$ cat config.mk
export PLATFORM = sky130hd
export DESIGN_NAME = smeu_div
export DESIGN_NICKNAME = d
export VERILOG_FILES = /design/src/design/smeu_div.sv
export SDC_FILE = /design/constraint.sdc
export NUM_CORES = 1
export LEC_CHECK = 0
export BUFFER_PORTS_ARGS = -buffer_cell sky130_fd_sc_hd__buf_4
export CAP_MARGIN = 40
export CORE_MARGIN = 5
export CORE_UTILIZATION = 27
export CTS_BUF_LIST = sky130_fd_sc_hd__clkbuf_8
export CTS_CLUSTER_DIAMETER = 80
export DETAILED_ROUTE_END_ITERATION = 7
export HOLD_SLACK_MARGIN = 0.02
export PLACE_DENSITY = 0.54
export SLEW_MARGIN = 10
export SYNTH_ARGS = -nofsm -noshare
export SYNTH_HDL_FRONTEND = slang
export SYNTH_SLANG_ARGS = --single-unit
export TNS_END_PERCENT = 5
$ cat constraint.sdc
create_clock -name clk -period 6.25 [get_ports clk]
set_input_delay 0.9375 -clock clk [delete_from_list [all_inputs] [get_ports clk]]
set_output_delay 0.9375 -clock clk [all_outputs]
set_load 0.01 [all_outputs]
$ cat src/design/smeu_div.sv
// Iterative signed 32-bit divider, one quotient bit per cycle, C truncation.
// Depends on nothing.
`default_nettype none
module smeu_div (
	input  wire logic        clk,
	input  wire logic        arst_n,
	input  wire logic        start,
	input  wire logic [31:0] dividend,
	input  wire logic [31:0] divisor,
	output logic             done,
	output logic [31:0]      quot,
	output logic [31:0]      rem
);
	logic [31:0] q_q, r_q, d_q;
	logic [5:0]  cnt_q;
	logic        busy_q, nq_q, nr_q;
	logic [32:0] trial;
	logic [31:0] rsh;

	assign rsh   = {r_q[30:0], q_q[31]};
	assign trial = {1'b0, rsh} - {1'b0, d_q};

	always_ff @(posedge clk or negedge arst_n) begin
		if (!arst_n) begin
			busy_q <= 1'b0;
			done   <= 1'b0;
			cnt_q  <= '0;
		end else begin
			done <= 1'b0;
			if (start) begin
				busy_q <= 1'b1;
				cnt_q  <= 6'd32;
			end else if (busy_q) begin
				cnt_q <= cnt_q - 6'd1;
				if (cnt_q == 6'd1) begin
					busy_q <= 1'b0;
					done   <= 1'b1;
				end
			end
		end
	end

	always_ff @(posedge clk) begin
		if (start) begin
			q_q  <= dividend[31] ? 32'd0 - dividend : dividend;
			d_q  <= divisor[31] ? 32'd0 - divisor : divisor;
			r_q  <= '0;
			nq_q <= dividend[31] ^ divisor[31];
			nr_q <= dividend[31];
		end else if (busy_q) begin
			if (!trial[32]) begin
				r_q <= trial[31:0];
				q_q <= {q_q[30:0], 1'b1};
			end else begin
				r_q <= rsh;
				q_q <= {q_q[30:0], 1'b0};
			end
		end
	end

	assign quot = nq_q ? 32'd0 - q_q : q_q;
	assign rem  = nr_q ? 32'd0 - r_q : r_q;
endmodule
`default_nettype wire

==> flow_metrics.py, run 1 <==
metrics = {
    "synth": {
        "synth_nets": 1089,
        "synth_top_flop_cell": "sky130_fd_sc_hd__edfxtp_1",
        "mean_cell_area_of_the_mapped_netlist_sq_um": 8.57,
        "seq_area_frac_synth": 0.335,
        "synth_enable_flop_cells": 66,
        "synth-warning-count": 0,
        "syn_area_sq_um": 8430,
        "async_set_or_reset_flop_fraction_in_the_synthesized_netlist": 0.0755,
        "ys_types": 62,
        "postSynthRegisterBits": 106,
        "syn_inst": 983,
    },
    "sta": {
        "layout_setup_ws_ns": 1.72,
        "slew_headroom": 0.476,
        "post-route-period-util": 0.725,
        "period_minus_slack_ns": 4.53,
        "max_freq_mhz": 221,
        "setup_tns_after_final_layout_ns": 0,
        "worstMarginPinSlew_ns": 0.786,
        "worst_clock_skew_ns": 0.00949,
        "rsz_0062_raised_after_global_routing": "no",
        "setup_violations": 0,
        "final_max_slew_viol_count": 0,
        "timing.final.hold_violations": 0,
        "fin_hold_ws_ns": 0.354,
    },
    "critical_path": {
        "kind_of_launch_point_of_the_worst_setup_path": "register",
        "timing.critical_path.slowest_cell_delay_ns": 0.55,
        "timing_worst_setup_path_type": "register to primary output",
        "cpMaxStageDelayCell": "sky130_fd_sc_hd__or4_4",
        "worstSetupEndpointType": "primary output",
        "crit_fanout": 5,
        "cp_num_buf_inv": 1,
        "worstPathCellList": "or4_4, or4_1, or2_1, or4_1, or4_4, o31ai_2, xnor2_1, buf_4",
        "data_required_time_at_the_worst_endpoint_ns": 5.31,
        "dominant_delay_contributor_by_cell_family_on_the_critical_path": "simple AND/OR/NAND/NOR gates",
        "critical_path_arrival_ns": 3.59,
    },
    "pwr": {
        "power_report.internal_total_mw": 1.57,
        "sw_ratio": 0.397,
        "power_leakage_nw": 3.93,
        "max-vdd-ir-drop_uv": 110,
        "p_clk_frac": 0.147,
        "tot_pwr_mw": 2.60,
        "net-switching-power_mw": 1.03,
        "power_density_normalized_to_cell_area_nw_per_um2": 261,
        "pwr-share-comb": 0.485,
        "sequentialPowerShare": 0.368,
    },
    "die": {
        "num_io_pins": 132,
        "chipHeight_um": 187,
        "design.core.area_sq_um": 30700,
        "die-area_sq_um": 34800,
        "die_w_um": 187,
        "placement_rows": 64,
        "initial_utilization": 0.275,
    },
    "cells_and_area": {
        "net_count_final": 1194,
        "synthToLayoutAreaGrowth_pct": 18.3,
        "layout.cell_area.non_filler_sq_um": 9970,
        "antenna_cells_inserted": 0,
        "proportion_of_layout_cells_with_a_drive_suffix_above_1": 0.150,
        "postLayoutCoreUtil": 0.325,
        "final-instance-count-excl-fill": 1489,
        "final.fill_count": 3251,
    },
    "global_route": {
        "globalRoute.totalOverflow": 0,
        "first_global_vias": 7158,
        "pin_count_of_the_biggest_net_entering_global_routing": 68,
        "grt_pass1_wl_um": 38900,
        "grt.total_usage": 0.136,
        "grt_antenna_before_repair": 0,
    },
    "routing": {
        "route.detailed.drc": 0,
        "wl_per_cell_um": 16.3,
        "dr.pass1.iters": 4,
        "num_vias": 7421,
        "ant_nets": 0,
        "drt_iter0_markers": 530,
        "route.detailed.vias_per_inst": 4.98,
        "routed_wirelength_um": 24300,
    },
    "clocking": {
        "postCtsSetupRepairBufs": 0,
        "htreeDepth": 3,
        "cts_num_sinks": 106,
        "cts_resized": 0,
        "cts-buffers-inserted": 9,
        "clk_pin_slew_ns": 0.10,
        "clkLatencyLatePin_ns": 0.38,
        "cts_root_buffer": "sky130_fd_sc_hd__clkbuf_8",
        "holdBufCountCts": 0,
        "max-clock-path-buffers": 2,
        "tritoncts": "done",
    },
    "place": {
        "place_congestion": 0.858,
        "post_placement_cell_area_sq_um": 9800,
        "dp.cells": 1473,
        "dpl_worst_slack_ns": 2.12,
        "port-buffer-count": 131,
        "hpwlAfterDp_um": 19300,
    },
    "job": {
        "cap_violations": 0,
    },
    "run_status": {
        "run_status": "finished, final reports clean",
    },
    "hold_path": {
        "hold_path_class": "input pin to async pin",
    },
}
-- cells in the mapped netlist (4+ instances only) --
cell                       instances  share of area
sky130_fd_sc_hd__nor2b_1           8         0.0059
sky130_fd_sc_hd__clkbuf_1         39          0.017
sky130_fd_sc_hd__o31ai_1          34          0.030
sky130_fd_sc_hd__dfxtp_1          32          0.076
sky130_fd_sc_hd__nand2_1          93          0.041
sky130_fd_sc_hd__o21a_1            8         0.0071
sky130_fd_sc_hd__o21bai_1          4         0.0036
sky130_fd_sc_hd__nor4_1           11         0.0082
sky130_fd_sc_hd__or3_1             7         0.0052
sky130_fd_sc_hd__o21ai_0          67          0.040
sky130_fd_sc_hd__nand4_1           7         0.0052
sky130_fd_sc_hd__nand2b_1         12         0.0089
sky130_fd_sc_hd__and3_1           11         0.0082
sky130_fd_sc_hd__edfxtp_1         66           0.24
sky130_fd_sc_hd__o41ai_1          18          0.019
sky130_fd_sc_hd__o211ai_1          5         0.0045
sky130_fd_sc_hd__or4_1            22          0.020
sky130_fd_sc_hd__nor3_1           14         0.0083
sky130_fd_sc_hd__a31oi_1           5         0.0037
sky130_fd_sc_hd__nor2_1           84          0.037
sky130_fd_sc_hd__xor2_1           42          0.044
sky130_fd_sc_hd__xnor2_1         106           0.11
sky130_fd_sc_hd__inv_1            51          0.023
sky130_fd_sc_hd__ha_1             38          0.056
sky130_fd_sc_hd__a311oi_1          8         0.0083
sky130_fd_sc_hd__a21oi_1          64          0.038
sky130_fd_sc_hd__a211oi_1         20          0.018
sky130_fd_sc_hd__nand3_1          13         0.0077
sky130_fd_sc_hd__nand3b_1          4         0.0036
sky130_fd_sc_hd__dfrtp_1           8          0.024
sky130_fd_sc_hd__mux2i_1          15          0.018
sky130_fd_sc_hd__a21o_1           11         0.0098
sky130_fd_sc_hd__and2_1            6         0.0045
-- worst reg2reg max path: stages (launching register included) --
cell and delay (ns):
sky130_fd_sc_hd__edfxtp_1 0.48, sky130_fd_sc_hd__inv_1 0.08, sky130_fd_sc_hd__ha_1 0.23, sky130_fd_sc_hd__fa_1 0.41, sky130_fd_sc_hd__nor2b_1 0.18, sky130_fd_sc_hd__o2111ai_1 0.20
sky130_fd_sc_hd__a31oi_1 0.41, sky130_fd_sc_hd__o2111ai_1 0.23, sky130_fd_sc_hd__a211oi_1 0.48, sky130_fd_sc_hd__nor2_1 0.25, sky130_fd_sc_hd__buf_4 0.24, sky130_fd_sc_hd__or3b_2 0.47
sky130_fd_sc_hd__a311oi_1 0.24
-- layout make-up --
class / instances / area, sq um / area share
clock buffer: 9 / 124 / 0.0124
clock inverter: 7 / 40.0 / 0.00402
inverter: 51 / 191 / 0.0192
multi-input combinational: 781 / 5230 / 0.525
sequential: 106 / 2820 / 0.283
tap: 396 / 495 / 0.0497
timing repair buffer: 139 / 1060 / 0.106
-- power groups by stage --
stage               Combinational [mW]  Sequential (mW)  Clock (mW)
floorplan                        0.772            0.930           0
global placement                  1.26            0.976           0
detailed placement                1.28            0.972           0
CTS                               1.28            0.956       0.406
global route                      1.39            0.973       0.423
finish                            1.26            0.957       0.382
-- metal layers --
layer	GRT usage	share of wire
met1	0.190	0.48
met2	0.215	0.45
met4	0.0348	0.018
met5	0	0
met3	0.0269	0.053
-- cells by family (layout without fill, tap and decap cells) --
kind of cell	count (synthesis)	after routing	share of synthesized area
and+or+nand+nor	310	310	0.182
AOI/OAI and AO/OA	269	269	0.209
xor gates and xnor gates	148	148	0.154
DFF	106	106	0.335
buffers and inverters	96	206	0.0438
adders and majority gates	39	39	0.0588
muxes	15	15	0.0178
-- path summary, 6_finish.rpt --
kind	from	to	slack [ns]	cells after the start
worst max-delay path	q_q[12]$_DFFE_PP_	quot[31]	1.72	8
worst min-delay path	arst_n	cnt_q[2]$_DFFE_PN0P_	0.35	1
worst max register to register	q_q[31]$_DFFE_PP_	r_q[21]$_SDFFE_PP0P_	2.26	12
worst min register to register	r_q[31]$_SDFFE_PP0P_	r_q[31]$_SDFFE_PP0P_	0.51	2
max in group asynchronous	arst_n	cnt_q[3]$_DFFE_PN0P_	5.76	1
min in group clk	r_q[31]$_SDFFE_PP0P_	r_q[31]$_SDFFE_PP0P_	0.51	2
-- sequential cells by signal (all words and copies together) (netlist names) --
name,count
nq_q,1
done,1
busy_q,1
q_q,32
d_q,32
r_q,32
cnt_q,6
nr_q,1
-- placed cells by master, fill, tap and decap left out, types with 3 or more instances in the layout --
cell type / netlist / layout
sky130_fd_sc_hd__a211oi_1: 20 / 20
sky130_fd_sc_hd__a21o_1: 11 / 11
sky130_fd_sc_hd__a21oi_1: 64 / 64
sky130_fd_sc_hd__a311oi_1: 8 / 8
sky130_fd_sc_hd__a31oi_1: 5 / 5
sky130_fd_sc_hd__and2_1: 6 / 6
sky130_fd_sc_hd__and3_1: 11 / 11
sky130_fd_sc_hd__buf_4: 2 / 137
sky130_fd_sc_hd__clkbuf_8: 0 / 9
sky130_fd_sc_hd__dfrtp_1: 8 / 8
sky130_fd_sc_hd__dfxtp_1: 32 / 32
sky130_fd_sc_hd__edfxtp_1: 66 / 66
sky130_fd_sc_hd__ha_1: 38 / 38
sky130_fd_sc_hd__inv_1: 51 / 54
sky130_fd_sc_hd__mux2i_1: 15 / 15
sky130_fd_sc_hd__nand2_1: 93 / 93
sky130_fd_sc_hd__nand2b_1: 12 / 12
sky130_fd_sc_hd__nand3_1: 13 / 13
sky130_fd_sc_hd__nand3b_1: 4 / 4
sky130_fd_sc_hd__nand4_1: 7 / 7
sky130_fd_sc_hd__nor2_1: 84 / 84
sky130_fd_sc_hd__nor2b_1: 8 / 8
sky130_fd_sc_hd__nor3_1: 14 / 14
sky130_fd_sc_hd__nor4_1: 11 / 11
sky130_fd_sc_hd__o211ai_1: 5 / 5
sky130_fd_sc_hd__o21a_1: 8 / 8
sky130_fd_sc_hd__o21ai_0: 67 / 67
sky130_fd_sc_hd__o21bai_1: 4 / 4
sky130_fd_sc_hd__o31ai_1: 34 / 34
sky130_fd_sc_hd__o31ai_2: 3 / 3
sky130_fd_sc_hd__o41ai_1: 18 / 18
sky130_fd_sc_hd__or2_2: 3 / 3
sky130_fd_sc_hd__or3_1: 7 / 7
sky130_fd_sc_hd__or4_1: 22 / 22
sky130_fd_sc_hd__xnor2_1: 106 / 106
sky130_fd_sc_hd__xor2_1: 42 / 42
Note: power is estimated with default switching activity, not from simulation.
==> inputs of run 2 (changes only) <==
--- a/config.mk
+++ b/config.mk
@@ -13,7 +13,7 @@
 export CTS_CLUSTER_DIAMETER = 80
 export DETAILED_ROUTE_END_ITERATION = 7
 export HOLD_SLACK_MARGIN = 0.02
-export PLACE_DENSITY = 0.54
+export PLACE_DENSITY = 0.56
 export SLEW_MARGIN = 10
 export SYNTH_ARGS = -nofsm -noshare
 export SYNTH_HDL_FRONTEND = slang
==> constraint.sdc (replaced) <==
create_clock -name clk -period 4 [get_ports clk]
set_input_delay 0.6 -clock clk [delete_from_list [all_inputs] [get_ports clk]]
set_output_delay 0.6 -clock clk [all_outputs]
set_load 0.01 [all_outputs]
==> run 2 against run 1 <==
The run now ends with negative setup slack left; sequential power is 56% higher; wire length is 0.83% lower; sequential share of layout area is 0.57 points lower; die area did not move; flip-flop and latch count unchanged; final area grew 2.1%; critical endpoint is now quot[27]; largest power group unchanged; highest routed layer unchanged.
==> flow_metrics.py, run 2 (synthesis gave the netlist of run 1 again) <==
metrics = {
    "cells_and_area": {
        "antenna_cells_inserted": 0,
        "layout.cell_area.non_filler_sq_um": 10200,
        "most_used_cells_in_the_layout_excluding_fill_and_tap_cells": "sky130_fd_sc_hd__buf_4 (152), sky130_fd_sc_hd__xnor2_1 (106), sky130_fd_sc_hd__nand2_1 (93)",
        "layout_top_registers": "d_q: 32 flops, q_q: 32 flops, r_q: 32 flops",
        "postLayoutCoreUtil": 0.332,
        "final.fill_count": 3231,
        "net_count_final": 1211,
        "layout_commonest_cell": "sky130_fd_sc_hd__buf_4",
        "proportion_of_layout_cells_with_a_drive_suffix_above_1": 0.166,
        "synthToLayoutAreaGrowth_pct": 20.7,
    },
    "sta": {
        "fin_hold_ws_ns": 0.451,
        "rsz_0062_raised_after_global_routing": "yes",
        "slew_headroom": 0.514,
        "setup_tns_after_final_layout_ns": -0.337,
        "period_minus_slack_ns": 4.11,
        "post-route-period-util": 1.03,
        "timing.final.hold_violations": 0,
        "worstMarginPinSlew_ns": 0.729,
        "setup_violations": 4,
        "layout_setup_ws_ns": -0.111,
        "worst_clock_skew_ns": 0.0147,
        "final_max_slew_viol_count": 0,
        "max_freq_mhz": 243,
    },
    "pwr": {
        "power_leakage_nw": 4.05,
        "tot_pwr_mw": 4.25,
        "max-vdd-ir-drop_uv": 164,
        "power_density_normalized_to_cell_area_nw_per_um2": 417,
    },
    "clocking": {
        "max-clock-path-buffers": 2,
        "cts-buffers-inserted": 9,
        "tritoncts": "done",
        "cts_root_buffer": "sky130_fd_sc_hd__clkbuf_8",
        "htreeDepth": 3,
        "cts_num_sinks": 106,
        "clk_pin_slew_ns": 0.10,
        "clkLatencyLatePin_ns": 0.39,
    },
    "global_route": {
        "globalRoute.totalOverflow": 0,
        "grt_pass1_wl_um": 38300,
        "pin_count_of_the_biggest_net_entering_global_routing": 94,
        "grt.total_usage": 0.132,
        "first_global_vias": 7231,
        "grt_antenna_before_repair": 0,
    },
    "place": {
        "post_placement_cell_area_sq_um": 9900,
        "hpwlAfterDp_um": 19300,
        "place_congestion": 0.883,
        "port-buffer-count": 131,
    },
    "die": {
        "num_io_pins": 132,
        "initial_utilization": 0.275,
        "die_w_um": 187,
        "placement_rows": 64,
        "die-area_sq_um": 34800,
        "chipHeight_um": 187,
        "design.core.area_sq_um": 30700,
    },
    "critical_path": {
        "worstSetupEndpointType": "primary output",
        "timing_worst_setup_path_type": "register to primary output",
        "data_required_time_at_the_worst_endpoint_ns": 3.40,
        "critical_path_arrival_ns": 3.51,
        "crit_fanout": 5,
        "kind_of_launch_point_of_the_worst_setup_path": "register",
    },
    "run_status": {
        "run_status": "finished with violations",
        "violations_in_the_final_reports": "negative setup slack",
    },
    "routing": {
        "wl_per_cell_um": 16.0,
        "ant_nets": 0,
        "route.detailed.vias_per_inst": 4.98,
        "routed_wirelength_um": 24100,
        "drt_iter0_markers": 424,
        "dr.pass1.iters": 5,
        "route.detailed.drc": 0,
        "num_vias": 7501,
    },
    "job": {
        "cap_violations": 0,
    },
    "hold_path": {
        "hold_path_class": "input pin to register",
    },
}
-- run 2: cell count changes in the layout (fill, tap and decap cells not counted), sizes merged --
cell / before / now
clkinv: 3 / 0
clkbuf: 9 / 10
dlygate4sd3: 0 / 1
bufinv: 0 / 2
buf: 139 / 155
-- run 2: final timing paths --
kind / from / to / slack [ns] / cells after the start
min: divisor[0] / d_q[0]$_DFFE_PP_ / 0.45 / 1
max: q_q[12]$_DFFE_PP_ / quot[27] / -0.11 / 8
min reg2reg: r_q[31]$_SDFFE_PP0P_ / r_q[31]$_SDFFE_PP0P_ / 0.50 / 2
min in group asynchronous: arst_n / cnt_q[4]$_DFFE_PN0P_ / 0.60 / 2
max in group asynchronous: arst_n / cnt_q[2]$_DFFE_PN0P_ / 3.27 / 2
max reg2reg: q_q[31]$_DFFE_PP_ / r_q[3]$_SDFFE_PP0P_ / 0.45 / 12
-- run 2: critical path, cell delays in order, from the launching register on --
cell	delay, ns
sky130_fd_sc_hd__edfxtp_1	0.42
sky130_fd_sc_hd__or4_4	0.54
sky130_fd_sc_hd__or4_1	0.43
sky130_fd_sc_hd__or2_4	0.25
sky130_fd_sc_hd__or4_1	0.49
sky130_fd_sc_hd__or4_4	0.49
sky130_fd_sc_hd__o31ai_2	0.23
sky130_fd_sc_hd__xnor2_1	0.15
sky130_fd_sc_hd__buf_4	0.14
-- run 2: report_power, final --
group          internal (mW)  total [mW]  switching (mW)
combinational          0.927        2.00            1.07
clock                  0.371       0.759           0.388
sequential              1.32        1.49           0.165
total                   2.62        4.25            1.63
-- run 2: what timing repair did --
action	4_1_cts	5_1_grt
gates cloned	0	0
hold endpoints to repair	8	0
endpoints found under the setup margin	7	8
resized for setup	0	1
pin swaps	0	0
setup buffers	3	1
hold buffers	1	0
-- run 2: per-layer routing --
metal	GRT usage	vias to the layer above	routed length, um
met5	0	-	0
met4	0.0199	0	155
met3	0.0243	11	1240
met2	0.224	210	11200
met1	0.180	3437	11500
li1	-	3843	-
-- run 2: final cells by class --
type                            count  area, sq um  area share
Clock inverter                      6         86.3     0.00849
Inverter                           51          191      0.0188
Clock buffer                       10          138      0.0135
Sequential cell                   106         2820       0.278
Multi-Input combinational cell    781         5240       0.515
Timing Repair Buffer              156         1200       0.118
Tap cell                          396          495      0.0487
-- run 2: per-stage QoR --
step	std cells	setup slack, ns
global placement	1483	0.275
floorplan	983	0.457
finish	1506	-0.111
CTS	1505	-0.128
detailed placement	1485	0.247
global route	1506	-0.208
==> inputs of run 3 (changes only) <==
--- a/config.mk
+++ b/config.mk
@@ -18,4 +18,3 @@
 export SYNTH_ARGS = -nofsm -noshare
 export SYNTH_HDL_FRONTEND = slang
 export SYNTH_SLANG_ARGS = --single-unit
-export TNS_END_PERCENT = 5
==> run 3 against run 2 <==
The run still ends with negative setup slack left; register-to-register slack better by 0.02 ns; first-iteration DRC count is 4.7% lower; worst setup slack improved by 0.019 ns; largest cell class unchanged; largest power group unchanged; highest routed layer unchanged.
==> flow_metrics.py, run 3 (synthesis gave the netlist of run 1 again) <==
metrics = {
    "routing": {
        "num_vias": 7521,
        "drt_iter0_markers": 404,
        "route.detailed.vias_per_inst": 4.99,
        "routed_wirelength_um": 24200,
        "route.detailed.drc": 0,
        "dr.pass1.iters": 5,
        "ant_nets": 0,
        "wl_per_cell_um": 16.0,
    },
    "cells_and_area": {
        "net_count_final": 1213,
        "synthToLayoutAreaGrowth_pct": 21.1,
        "most_used_cells_in_the_layout_excluding_fill_and_tap_cells": "sky130_fd_sc_hd__buf_4 (154), sky130_fd_sc_hd__xnor2_1 (106), sky130_fd_sc_hd__nand2_1 (93)",
        "proportion_of_layout_cells_with_a_drive_suffix_above_1": 0.170,
        "antenna_cells_inserted": 0,
        "layout.cell_area.non_filler_sq_um": 10200,
        "layout_commonest_cell": "sky130_fd_sc_hd__buf_4",
        "layout_top_registers": "d_q: 32 flops, q_q: 32 flops, r_q: 32 flops",
    },
    "critical_path": {
        "cp_num_buf_inv": 1,
        "critical_path_arrival_ns": 3.49,
        "worstSetupEndpointType": "primary output",
        "crit_fanout": 5,
        "dominant_delay_contributor_by_cell_family_on_the_critical_path": "simple AND/OR/NAND/NOR gates",
        "cpMaxStageDelayCell": "sky130_fd_sc_hd__or4_4",
        "data_required_time_at_the_worst_endpoint_ns": 3.40,
        "worstPathCellList": "or4_4, or4_4, or2_4, or4_4, or4_4, o31ai_4, xnor2_1, buf_4",
        "timing_worst_setup_path_type": "register to primary output",
        "timing.critical_path.slowest_cell_delay_ns": 0.53,
        "timing.critical_path.mode_cell": "sky130_fd_sc_hd__or4_4",
        "kind_of_launch_point_of_the_worst_setup_path": "register",
    },
    "sta": {
        "timing.final.hold_violations": 0,
        "setup_tns_after_final_layout_ns": -0.239,
        "setup_violations": 4,
        "layout_setup_ws_ns": -0.0921,
        "worstMarginPinSlew_ns": 0.714,
        "slew_headroom": 0.524,
        "period_minus_slack_ns": 4.09,
        "rsz_0062_raised_after_global_routing": "yes",
        "post-route-period-util": 1.02,
        "fin_hold_ws_ns": 0.452,
        "worst_clock_skew_ns": 0.0148,
        "max_freq_mhz": 244,
        "final_max_slew_viol_count": 0,
    },
    "place": {
        "dpl_worst_slack_ns": 0.247,
        "port-buffer-count": 131,
        "hpwlAfterDp_um": 19300,
        "place_congestion": 0.883,
        "post_placement_cell_area_sq_um": 9900,
    },
    "die": {
        "placement_rows": 64,
        "initial_utilization": 0.275,
        "design.core.area_sq_um": 30700,
        "die_w_um": 187,
        "die-area_sq_um": 34800,
        "num_io_pins": 132,
        "chipHeight_um": 187,
    },
    "run_status": {
        "run_status": "finished with violations",
        "violations_in_the_final_reports": "negative setup slack",
    },
    "clocking": {
        "cts-buffers-inserted": 9,
        "clkLatencyLatePin_ns": 0.39,
        "htreeDepth": 3,
        "cts_root_buffer": "sky130_fd_sc_hd__clkbuf_8",
        "clk_pin_slew_ns": 0.10,
        "cts_num_sinks": 106,
        "tritoncts": "done",
        "max-clock-path-buffers": 2,
    },
    "pwr": {
        "tot_pwr_mw": 4.25,
        "max-vdd-ir-drop_uv": 164,
        "power_leakage_nw": 4.06,
        "power_density_normalized_to_cell_area_nw_per_um2": 416,
    },
    "global_route": {
        "first_global_vias": 7254,
        "grt.total_usage": 0.133,
        "globalRoute.totalOverflow": 0,
        "grt_pass1_wl_um": 38400,
        "pin_count_of_the_biggest_net_entering_global_routing": 94,
        "grt_antenna_before_repair": 0,
    },
    "job": {
        "cap_violations": 0,
    },
    "hold_path": {
        "hold_path_class": "input pin to register",
    },
}
==> run 3: cell types whose count changed in the layout (fill, tap and decap cells not counted), sizes merged <==
cell  change
buf       +2
==> run 3: path summary, 6_finish.rpt <==
path                       cells after the start                    to  slack (ns)            startpoint
max                                            8              quot[31]       -0.09     q_q[12]$_DFFE_PP_
min                                            1      d_q[0]$_DFFE_PP_        0.45            divisor[0]
max reg2reg                                   12   r_q[3]$_SDFFE_PP0P_        0.47     q_q[31]$_DFFE_PP_
min reg2reg                                    2  r_q[31]$_SDFFE_PP0P_        0.50  r_q[31]$_SDFFE_PP0P_
max in group asynchronous                      2  cnt_q[2]$_DFFE_PN0P_        3.27                arst_n
min in group asynchronous                      2  cnt_q[4]$_DFFE_PN0P_        0.60                arst_n
==> run 3: power by group <==
group          switching, mW  internal, mW  total [mW]  leakage (nW)
clock                  0.388         0.371       0.759         0.115
combinational           1.07         0.928        2.00          2.93
sequential             0.167          1.32        1.49          1.01
==> run 3: timing repair <==
item | CTS | global route
gates cloned | 0 | 0
buffers inserted | 5 | 1
endpoints found under the hold margin | 8 | 0
pin swaps | 2 | 1
resized for setup | 2 | 3
hold buffers | 1 | 0
setup endpoints to repair | 7 | 9
==> run 3: layout make-up <==
class	count	area [sq um]
Multi-Input combinational cell	781	5260
Tap cell	396	495
Clock buffer	10	138
Inverter	51	191
Sequential cell	106	2820
Fill cell	3227	20500
Clock inverter	6	86.3
Timing Repair Buffer	158	1220
==> run 3: worst register-to-register path: cells and delay by family, from the launching register on <==
family / cells / cell delay (ns)
AO/OA/AOI/OAI: 5 / 1.28
adder cells (fa/ha/maj): 2 / 0.63
buffers and inverters: 2 / 0.35
flip-flops: 1 / 0.39
multiplexers: 1 / 0.22
AND/OR/NAND/NOR: 2 / 0.50
==> run 3: per-stage QoR <==
| step | util | std cells |
|---|---|---|
| 6_report | 0.333 | 1508 |
| 4_1_cts | 0.332 | 1507 |
| 5_1_grt | 0.333 | 1508 |
| 2_1_floorplan | - | 983 |
| 3_3_place_gp | 0.322 | 1483 |
| 3_5_place_dp | 0.323 | 1485 |
==> run 3: metal layers <==
metal / share of wire / vias to the layer above / GRT usage
met5: 0 / - / 0
met4: 0.0067 / 0 / 0.0202
met3: 0.054 / 11 / 0.0243
met2: 0.47 / 211 / 0.225
met1: 0.47 / 3456 / 0.180
li1: - / 3843 / -
